**config.mk**
```make
export PLATFORM = sky130hd
export DESIGN_NAME = epoch_to_local_date_time
export DESIGN_NICKNAME = d
export VERILOG_FILES = /design/src/sv/etldt_pkg.sv /design/src/sv/etldt_split.sv /design/src/sv/epoch_to_local_date_time.sv
export SDC_FILE = /design/constraint.sdc
export NUM_CORES = 2
export LEC_CHECK = 0
export ABC_CLOCK_PERIOD_IN_PS = 12740
export BUFFER_PORTS_ARGS = -buffer_cell sky130_fd_sc_hd__buf_4
export CORE_MARGIN = 4
export CORE_UTILIZATION = 62
export DETAILED_ROUTE_END_ITERATION = 8
export GPL_ROUTABILITY_DRIVEN = 0
export PLACE_DENSITY = 0.79
export SKIP_CTS_REPAIR_TIMING = 1
export SKIP_LAST_GASP = 1
export SLEW_MARGIN = 10
export SYNTH_ARGS = -nofsm -noshare
export SYNTH_HDL_FRONTEND = slang
export SYNTH_SLANG_ARGS = --single-unit
```
**constraint.sdc**
```tcl
create_clock -name clk -period 12.74 [get_ports clk]
set_input_delay 2.548 -clock clk [delete_from_list [all_inputs] [get_ports clk]]
set_output_delay 2.548 -clock clk [all_outputs]
set_load 0.01 [all_outputs]
```
**src/sv/etldt_pkg.sv**
```systemverilog
// ----------------------------------------------------------------------------
// Epoch to local date and time: shared package
// Field layout of a result, year start and month start tables.
// ----------------------------------------------------------------------------
package etldt_pkg;

  localparam int EpochBits = 32;
  localparam int ZoneBits = 9;
  localparam int OutBits = 48;
  localparam int DaysBits = 16;
  localparam logic [11:0] EpochYear = 12'd1970;

  // Packed from the most significant member down, so sec lands in bit 0.
  typedef struct packed {
    logic [2:0]  wday;
    logic [11:0] year;
    logic [3:0]  month;
    logic [4:0]  day;
    logic [4:0]  hour;
    logic [5:0]  min;
    logic [5:0]  sec;
  } fields_t;

  localparam int FieldBits = $bits(fields_t);

  // Day number of 1 January of year 1970 + n, Gregorian, for n up to 137.
  function automatic logic [DaysBits-1:0] year_start(input logic [7:0] n);
    logic [16:0] acc;
    acc = 17'(n) * 17'd365 + 17'(({1'b0, n} + 9'd1) >> 2);
    if (n >= 8'd131) begin
      acc = acc - 17'd1;
    end
    return acc[DaysBits-1:0];
  endfunction

  // First day of year of month index m (0 is January).
  function automatic logic [8:0] month_start(input logic [3:0] m, input logic leap);
    logic [8:0] s;
    case (m)
      4'd0:    s = 9'd0;
      4'd1:    s = 9'd31;
      4'd2:    s = 9'd59;
      4'd3:    s = 9'd90;
      4'd4:    s = 9'd120;
      4'd5:    s = 9'd151;
      4'd6:    s = 9'd181;
      4'd7:    s = 9'd212;
      4'd8:    s = 9'd243;
      4'd9:    s = 9'd273;
      4'd10:   s = 9'd304;
      4'd11:   s = 9'd334;
      default: s = 9'd0;
    endcase
    if (leap && m >= 4'd2) begin
      s = s + 9'd1;
    end
    return s;
  endfunction

endpackage

```
**src/sv/etldt_split.sv**
```systemverilog
// ----------------------------------------------------------------------------
// Epoch to local date and time: calendar split
// Seven register stages that turn a second count into calendar fields.
// ----------------------------------------------------------------------------
module etldt_split (
  input  logic                                clk,
  input  logic [6:0]                          en,
  input  logic [etldt_pkg::EpochBits-1:0]     t,
  output etldt_pkg::fields_t                  f,
  output logic [etldt_pkg::DaysBits-1:0]      days
);

  localparam logic [31:0] RecipDay = 32'd3257812230;
  localparam logic [17:0] SecPerDay = 18'd86400;
  localparam logic [17:0] Recip60 = 18'd139811;
  localparam logic [18:0] RecipYear = 19'd367458;
  localparam logic [16:0] Recip7 = 17'd74899;

  logic [17:0] t1;
  logic [15:0] q1;
  logic [17:0] r2;
  logic [15:0] q2;
  logic [15:0] days3;
  logic [16:0] sod3;
  logic [16:0] sod4;
  logic [15:0] days4;
  logic [10:0] mt4;
  logic [7:0]  n4;
  logic [15:0] dw4;
  logic [13:0] q74;
  logic [5:0]  sec5;
  logic [4:0]  hr5;
  logic [2:0]  wrem5;
  logic [7:0]  n5;
  logic [10:0] mt5;
  logic [15:0] days5;
  logic [8:0]  doy6;
  logic        leap6;
  logic [5:0]  min6;
  logic [5:0]  sec6;
  logic [4:0]  hr6;
  logic [2:0]  wrem6;
  logic [7:0]  n6;
  logic [15:0] days6;

  logic [63:0] prod1;
  logic [33:0] prod2;
  logic        over3;
  logic [34:0] prod4a;
  logic [17:0] x4;
  logic [36:0] prod4b;
  logic [15:0] d4;
  logic [32:0] prod4c;
  logic [28:0] prod5;
  logic [3:0]  mon7;
  logic [8:0]  mst7;
  logic [8:0]  ms7;

  assign prod1 = 64'(t) * 64'(RecipDay);
  assign prod2 = 34'(q1) * 34'(SecPerDay);
  assign over3 = r2 >= SecPerDay;
  assign prod4a = 35'(sod3) * 35'(Recip60);
  assign x4 = {days3, 2'b10};
  assign prod4b = 37'(x4) * 37'(RecipYear);
  assign d4 = days3 + 16'd4;
  assign prod4c = 33'(d4) * 33'(Recip7);
  assign prod5 = 29'(mt4) * 29'(Recip60);

  always_ff @(posedge clk) begin
    if (en[0]) begin
      t1 <= t[17:0];
      q1 <= prod1[63:48];
    end
    if (en[1]) begin
      r2 <= t1 - prod2[17:0];
      q2 <= q1;
    end
    if (en[2]) begin
      days3 <= q2 + 16'(over3);
      sod3 <= over3 ? 17'(r2 - SecPerDay) : r2[16:0];
    end
    if (en[3]) begin
      sod4 <= sod3;
      days4 <= days3;
      mt4 <= prod4a[33:23];
      n4 <= prod4b[36:29];
      dw4 <= d4;
      q74 <= prod4c[32:19];
    end
    if (en[4]) begin
      sec5 <= 6'(sod4 - 17'(mt4) * 17'd60);
      hr5 <= prod5[27:23];
      wrem5 <= 3'(17'(dw4) - 17'(q74) * 17'd7);
      n5 <= n4 + 8'(days4 >= etldt_pkg::year_start(n4 + 8'd1));
      mt5 <= mt4;
      days5 <= days4;
    end
    if (en[5]) begin
      doy6 <= 9'(days5 - etldt_pkg::year_start(n5));
      leap6 <= (n5[1:0] == 2'd2) && (n5 != 8'd130);
      min6 <= 6'(mt5 - 11'(hr5) * 11'd60);
      sec6 <= sec5;
      hr6 <= hr5;
      wrem6 <= wrem5;
      n6 <= n5;
      days6 <= days5;
    end
    if (en[6]) begin
      f.sec <= sec6;
      f.min <= min6;
      f.hour <= hr6;
      f.day <= 5'(doy6 - mst7 + 9'd1);
      f.month <= mon7;
      f.year <= etldt_pkg::EpochYear + 12'(n6);
      f.wday <= (wrem6 == 3'd0) ? 3'd7 : wrem6;
      days <= days6;
    end
  end

  always_comb begin
    mon7 = 4'd1;
    mst7 = 9'd0;
    ms7 = 9'd0;
    for (int i = 1; i < 12; i++) begin
      ms7 = etldt_pkg::month_start(4'(i), leap6);
      if (doy6 >= ms7) begin
        mon7 = 4'(i + 1);
        mst7 = ms7;
      end
    end
  end

endmodule

```
**src/sv/epoch_to_local_date_time.sv**
```systemverilog
// ----------------------------------------------------------------------------
// Epoch to local date and time
// Converts a Unix second count to local calendar fields with EU summer time.
// ----------------------------------------------------------------------------
// The slave stream takes a 32-bit UTC second count in s_tdata. The master
// stream gives one result per transaction with second, minute, hour, day,
// month, year and ISO weekday packed into m_tdata.
// The zone offset (tenths of an hour, signed) and the summer time enable are
// written over the APB port at addresses 0 and 4; the user must write them
// only while the stream is idle; the block itself does not enforce this.
// A transaction can enter every cycle unless stalled. The ten register stages
// are offset add, a seven-stage calendar split run twice side by side
// (standard time and one hour ahead), and two stages for the summer time test
// and the final selection. Every stage stalls only while its successor is full
// and stalled, so the pipeline fills up behind a stalled receiver and then
// drops s_tready. Reset clears all valid flags and both registers; no
// transaction is pending after reset.
// ----------------------------------------------------------------------------
module epoch_to_local_date_time (
  input  logic        clk,
  input  logic        rst,
  input  logic        s_tvalid,
  output logic        s_tready,
  input  logic [31:0] s_tdata,   // epoch_seconds
  output logic        m_tvalid,
  input  logic        m_tready,
  // second_of_minute, minute_of_hour, hour_of_day, day_of_month,
  // month_of_year, calendar_year, weekday, zero fill
  output logic [47:0] m_tdata,
  input  logic        psel,
  input  logic        penable,
  input  logic        pwrite,
  input  logic [2:0]  paddr,
  input  logic [31:0] pwdata,
  output logic [31:0] prdata,
  output logic        pready
);

  localparam int Stages = 10;
  localparam logic RegZone = 1'b0;
  localparam logic RegDst = 1'b1;

  logic signed [etldt_pkg::ZoneBits-1:0] zone;
  logic                                  dst_enable;
  logic [Stages-1:0]                     v;
  logic [Stages:0]                       ld;
  logic signed [18:0]                    offs;
  logic [31:0]                           offs_ext;
  logic [31:0]                           loc0;
  logic [31:0]                           locd0;
  etldt_pkg::fields_t                    std_f;
  etldt_pkg::fields_t                    alt_f;
  logic [15:0]                           std_days;
  logic [15:0]                           alt_days;
  etldt_pkg::fields_t                    fs8;
  etldt_pkg::fields_t                    fa8;
  logic [15:0]                           x8;
  logic [13:0]                           q8;
  logic [12:0]                           now8;
  logic [15:0]                           x;
  logic [32:0]                           xp;
  logic [2:0]                            r9;
  logic [4:0]                            ls9;
  logic signed [14:0]                    edge10;
  logic signed [14:0]                    now10;
  logic                                  summer;
  logic                                  dsel;
  logic                                  wr;

  assign wr = psel && penable && pwrite && pready;
  assign pready = 1'b1;
  assign prdata = (paddr[2] == RegDst) ? {31'd0, dst_enable} : 32'(zone);

  always_ff @(posedge clk) begin
    if (rst) begin
      zone <= '0;
      dst_enable <= 1'b0;
    end else if (wr) begin
      if (paddr[2] == RegZone) begin
        zone <= pwdata[etldt_pkg::ZoneBits-1:0];
      end else begin
        dst_enable <= pwdata[0];
      end
    end
  end

  always_comb begin
    ld[Stages] = m_tready;
    for (int k = Stages - 1; k >= 0; k--) begin
      ld[k] = !v[k] || ld[k+1];
    end
  end

  assign s_tready = ld[0];
  assign m_tvalid = v[Stages-1];

  always_ff @(posedge clk) begin
    if (rst) begin
      v <= '0;
    end else begin
      if (ld[0]) begin
        v[0] <= s_tvalid;
      end
      for (int k = 1; k < Stages; k++) begin
        if (ld[k]) begin
          v[k] <= v[k-1];
        end
      end
    end
  end

  assign offs = 19'(zone) * 19'sd360;
  assign offs_ext = 32'(offs);

  always_ff @(posedge clk) begin
    if (ld[0]) begin
      loc0 <= s_tdata + offs_ext;
      locd0 <= s_tdata + offs_ext + 32'd3600;
    end
  end

  etldt_split u_std (
    .clk  (clk),
    .en   (ld[7:1]),
    .t    (loc0),
    .f    (std_f),
    .days (std_days)
  );

  etldt_split u_alt (
    .clk  (clk),
    .en   (ld[7:1]),
    .t    (locd0),
    .f    (alt_f),
    .days (alt_days)
  );

  assign x = std_days + 16'd35 - 16'(std_f.day);
  assign xp = 33'(x) * 33'd74899;

  always_ff @(posedge clk) begin
    if (ld[8]) begin
      fs8 <= std_f;
      fa8 <= alt_f;
      x8 <= x;
      q8 <= xp[32:19];
      now8 <= 13'(10'(std_f.day) * 10'd24 + 10'(std_f.hour)) * 13'd10;
    end
  end

  assign r9 = 3'(17'(x8) - 17'(q8) * 17'd7);
  assign ls9 = 5'd31 - 5'(r9);
  assign edge10 = 15'sd10 + 15'(zone) + 15'(15'(ls9) * 15'd240);
  assign now10 = 15'({2'b00, now8});

  always_comb begin
    summer = 1'b0;
    if (fs8.month > 4'd3 && fs8.month < 4'd10) begin
      summer = 1'b1;
    end else if (fs8.month == 4'd3) begin
      summer = now10 >= edge10;
    end else if (fs8.month == 4'd10) begin
      summer = now10 < edge10;
    end
  end

  assign dsel = dst_enable && summer;

  always_ff @(posedge clk) begin
    if (ld[9]) begin
      m_tdata <= {7'd0, dsel ? fa8 : fs8};
    end
  end

  a_ready_follows: assert property (@(posedge clk) disable iff (rst)
    m_tready |-> s_tready)
    else $error("input stalled while the receiver is ready");

  a_time_range: assert property (@(posedge clk) disable iff (rst)
    m_tvalid |-> (m_tdata[5:0] < 6'd60 && m_tdata[11:6] < 6'd60 &&
                  m_tdata[16:12] < 5'd24))
    else $error("time of day out of range");

  a_date_range: assert property (@(posedge clk) disable iff (rst)
    m_tvalid |-> (m_tdata[21:17] != 5'd0 && m_tdata[25:22] != 4'd0 &&
                  m_tdata[25:22] <= 4'd12 && m_tdata[40:38] != 3'd0))
    else $error("date field out of range");

  a_summer_months: assert property (@(posedge clk) disable iff (rst)
    (v[8] && dsel) |-> (fs8.month >= 4'd3 && fs8.month <= 4'd10))
    else $error("summer hour applied outside March to October");

  a_no_dst: assert property (@(posedge clk) disable iff (rst)
    (!dst_enable && v[8] && ld[9]) |=> (m_tdata[40:0] == 41'($past(fs8))))
    else $error("summer hour applied while disabled");

endmodule

```
==> impl_metrics.ini <==
[status]
status = finished clean

[global_route]
grt_max_degree = 83
grt_pass1_vias = 65452
globalRoute.totalOverflow = 0
grt_usage_pct = 27.0
antenna_found_initial = 2
grt_pass1_wl_um = 338000

[synth]
synth_edf_count = 738
ys_ff_latch = 758
yosysTopAreaCellShare_pct = 28.4
synth.area.top_cells = ha_1 28%, edfxtp_1 24%, fa_1 22%
ys_warn_count = 0
synth_ff_type = edfxtp_1
async_flop_share_pct = 0
synth.distinct_cells = 95
yosysSeqAreaShare_pct = 24.0
avgSynthCellArea_um2 = 11.1
netlist_area_mm2 = 0.0940
yosysTopAreaCell = ha_1
syn_inst = 8455

[sta]
fin_crit_ps = 8640
post-route-period-util_pct = 67.8
skew_ps = 62.8
drv_slew = 0
final_hold_viol_count = 0
clock.fmax_mhz = 116
tightest_slew_ps = 1210
setup_violations = 0
tns_ps = 0
rsz0062_at_grt = false
setup_ws_ps = 4100
relSlewSlack_pct = 19.3

[worst_setup_path]
r2r_cells = 36
max_stage_delay_ps = 630
crit_cells = 36
slowest_stage = o41ai_1
cp.arrival_ps = 9100
crit_end = u_alt.n5[6]$_DFFE_PP_
path_max_fanout = 10
endpoint_kind = flop
worstReg2RegEnd = u_alt.n5[6]$_DFFE_PP_
startpoint = u_alt.n4[0]$_DFFE_PP_
cpMostUsedCell = ha_1
r2r_slack_ps = 4100
critical_path_class = reg2reg
crit_family = adder cells
worstReg2RegStart = u_alt.n4[0]$_DFFE_PP_
required_ps = 13200
critPathLaunchType = flop
worstPathBufferInverterCount = 5

[floorplan]
die_area_mm2 = 0.158
rows = 142
coreArea_mm2 = 0.150
die_w_um = 397
initial_core_util_pct = 62.6
boundaryPins = 157
die_h_um = 397

[detailed_routing]
viasPerCell = 5.64
antenna_left = 0
drt-pass1-iter-count = 7
routed_wl_um = 208000
drt_iter0_drc = 3458
drc = 0
vias = 60417
routedWlPerCell_um = 19.4

[cells_and_area]
fin_util_pct = 66.6
drive_gt1_share_pct = 4.51
nFillCells = 10990
area_growth_pct = 6.50
final_nets = 11874

[run]
drv_cap = 0

[placement]
io_buffers = 123
dp_hpwl_um = 172000
pre_cts_ws_ps = 4270

[clock_network]
cts.sinks = 758
clk_pin_slew_ps = 60
clock_latency_ps = 730
htree_levels = 3
cts_tree = yes
cts_buffers = 81
cts-root-buf = clkbuf_16
clockBufferDepth = 3

[worst_hold_path]
hold_class = reg2reg
-- sequential cells by signal, summed over array words and instances, names as in the netlist, 17 cells and up --
name        count
fa8            39
fs8            41
loc0           32
locd0          28
m_tdata        41
u_alt.f        39
u_std.f        41
u_std.r2       18
u_std.sod3     17
u_std.t1       18
-- how the worst min path moves through the flow --
stage | start | end | slack (ps) | cells past startpoint
floorplan | u_alt.f[10]$_DFFE_PP_ | fa8[10]$_DFFE_PP_ | 400 | 0
detailed placement | u_alt.f[10]$_DFFE_PP_ | fa8[10]$_DFFE_PP_ | 400 | 0
finish | u_alt.sec6[2]$_DFFE_PP_ | u_alt.f[2]$_DFFE_PP_ | 390 | 0
CTS | u_alt.sec6[2]$_DFFE_PP_ | u_alt.f[2]$_DFFE_PP_ | 390 | 0
global placement | u_std.days6[3]$_DFFE_PP_ | u_std.days[3]$_DFFE_PP_ | 400 | 0
global route | u_alt.f[6]$_DFFE_PP_ | fa8[6]$_DFFE_PP_ | 400 | 0
-- layout make-up --
cell class	instances	area (µm²)	area share [%]
Clock buffer	91	2060	2.06
Sequential cell	758	22600	22.5
Inverter	2061	7740	7.73
Timing Repair Buffer	151	1130	1.13
Clock inverter	56	686	0.685
Tap cell	2016	2520	2.52
Multi-Input combinational cell	5577	63400	63.3
Antenna cell	3	7.51	0.00750
-- cell usage after synthesis, types with 7 or more instances --
cell type  number
a2111oi_0      11
a211o_1        13
a211oi_1       29
a21boi_0       11
a21o_1        161
a21oi_1       263
a221oi_1        9
a311oi_1        8
a31oi_1        25
a41oi_1         7
and2_1         20
and3_1         24
buf_4          31
clkbuf_1       27
dfxtp_1        20
edfxtp_1      738
fa_1         1039
ha_1         2131
inv_1        2060
mux2_2         43
nand2_1       202
nand2b_1       48
nand3_1        85
nand3b_1       10
nand4_1        65
nor2_1        212
nor2b_1        47
nor3_1         71
nor3b_1         8
nor4_1         15
o2111ai_1       7
o211ai_1       21
o21a_1         52
o21ai_0       146
o21bai_1       57
o31a_1          8
o31ai_1        13
o41ai_1        10
or2_2          21
or3_1          14
or4_1           7
xnor2_1       395
xor2_1        153
-- through the flow --
stage / instance area [µm²] / std cells / hold WS, ps
floorplan: 94100 / 8461 / 400
global placement: 97400 / 10563 / 400
detailed placement: 97400 / 10563 / 405
CTS: 100000 / 10710 / 393
global route: 100000 / 10710 / 395
finish: 100000 / 10713 / 393
-- routing by layer --
metal	track usage, %	part of all wire (%)
met1	33.7	40
met2	47.1	49
met3	3.97	5.5
met4	11.3	5.0
met5	0	0
-- cells by family (layout without fill, tap and decap cells) --
group           after synthesis  count (layout)  share of synthesized area [%]
other cells                   2              11                        0.00799
mux                          49              49                          0.579
flops                       758             758                           24.0
fa+ha+maj                  3170            3170                           50.5
xor+xnor                    552             552                           5.17
compound gates              917             917                           6.44
simple gates                881             881                           4.72
buf+inv                    2126            2359                           8.63
-- placed cells by master (no fill, tap or decap), types with 48 or more instances in the layout --
cell type / n
fa_1: 1039
nor3_1: 70
edfxtp_1: 738
nand2b_1: 48
nand2_1: 199
ha_1: 2131
clkbuf_16: 81
o21ai_0: 146
xor2_1: 153
xnor2_1: 395
nand3_1: 83
o21a_1: 52
o21bai_1: 57
inv_1: 2056
a21o_1: 161
a21oi_1: 263
nor2_1: 211
buf_4: 151
nand4_1: 65
Power is not shown: default switching activity piles up to over one toggle a cycle in this logic, so the estimate is an artifact.
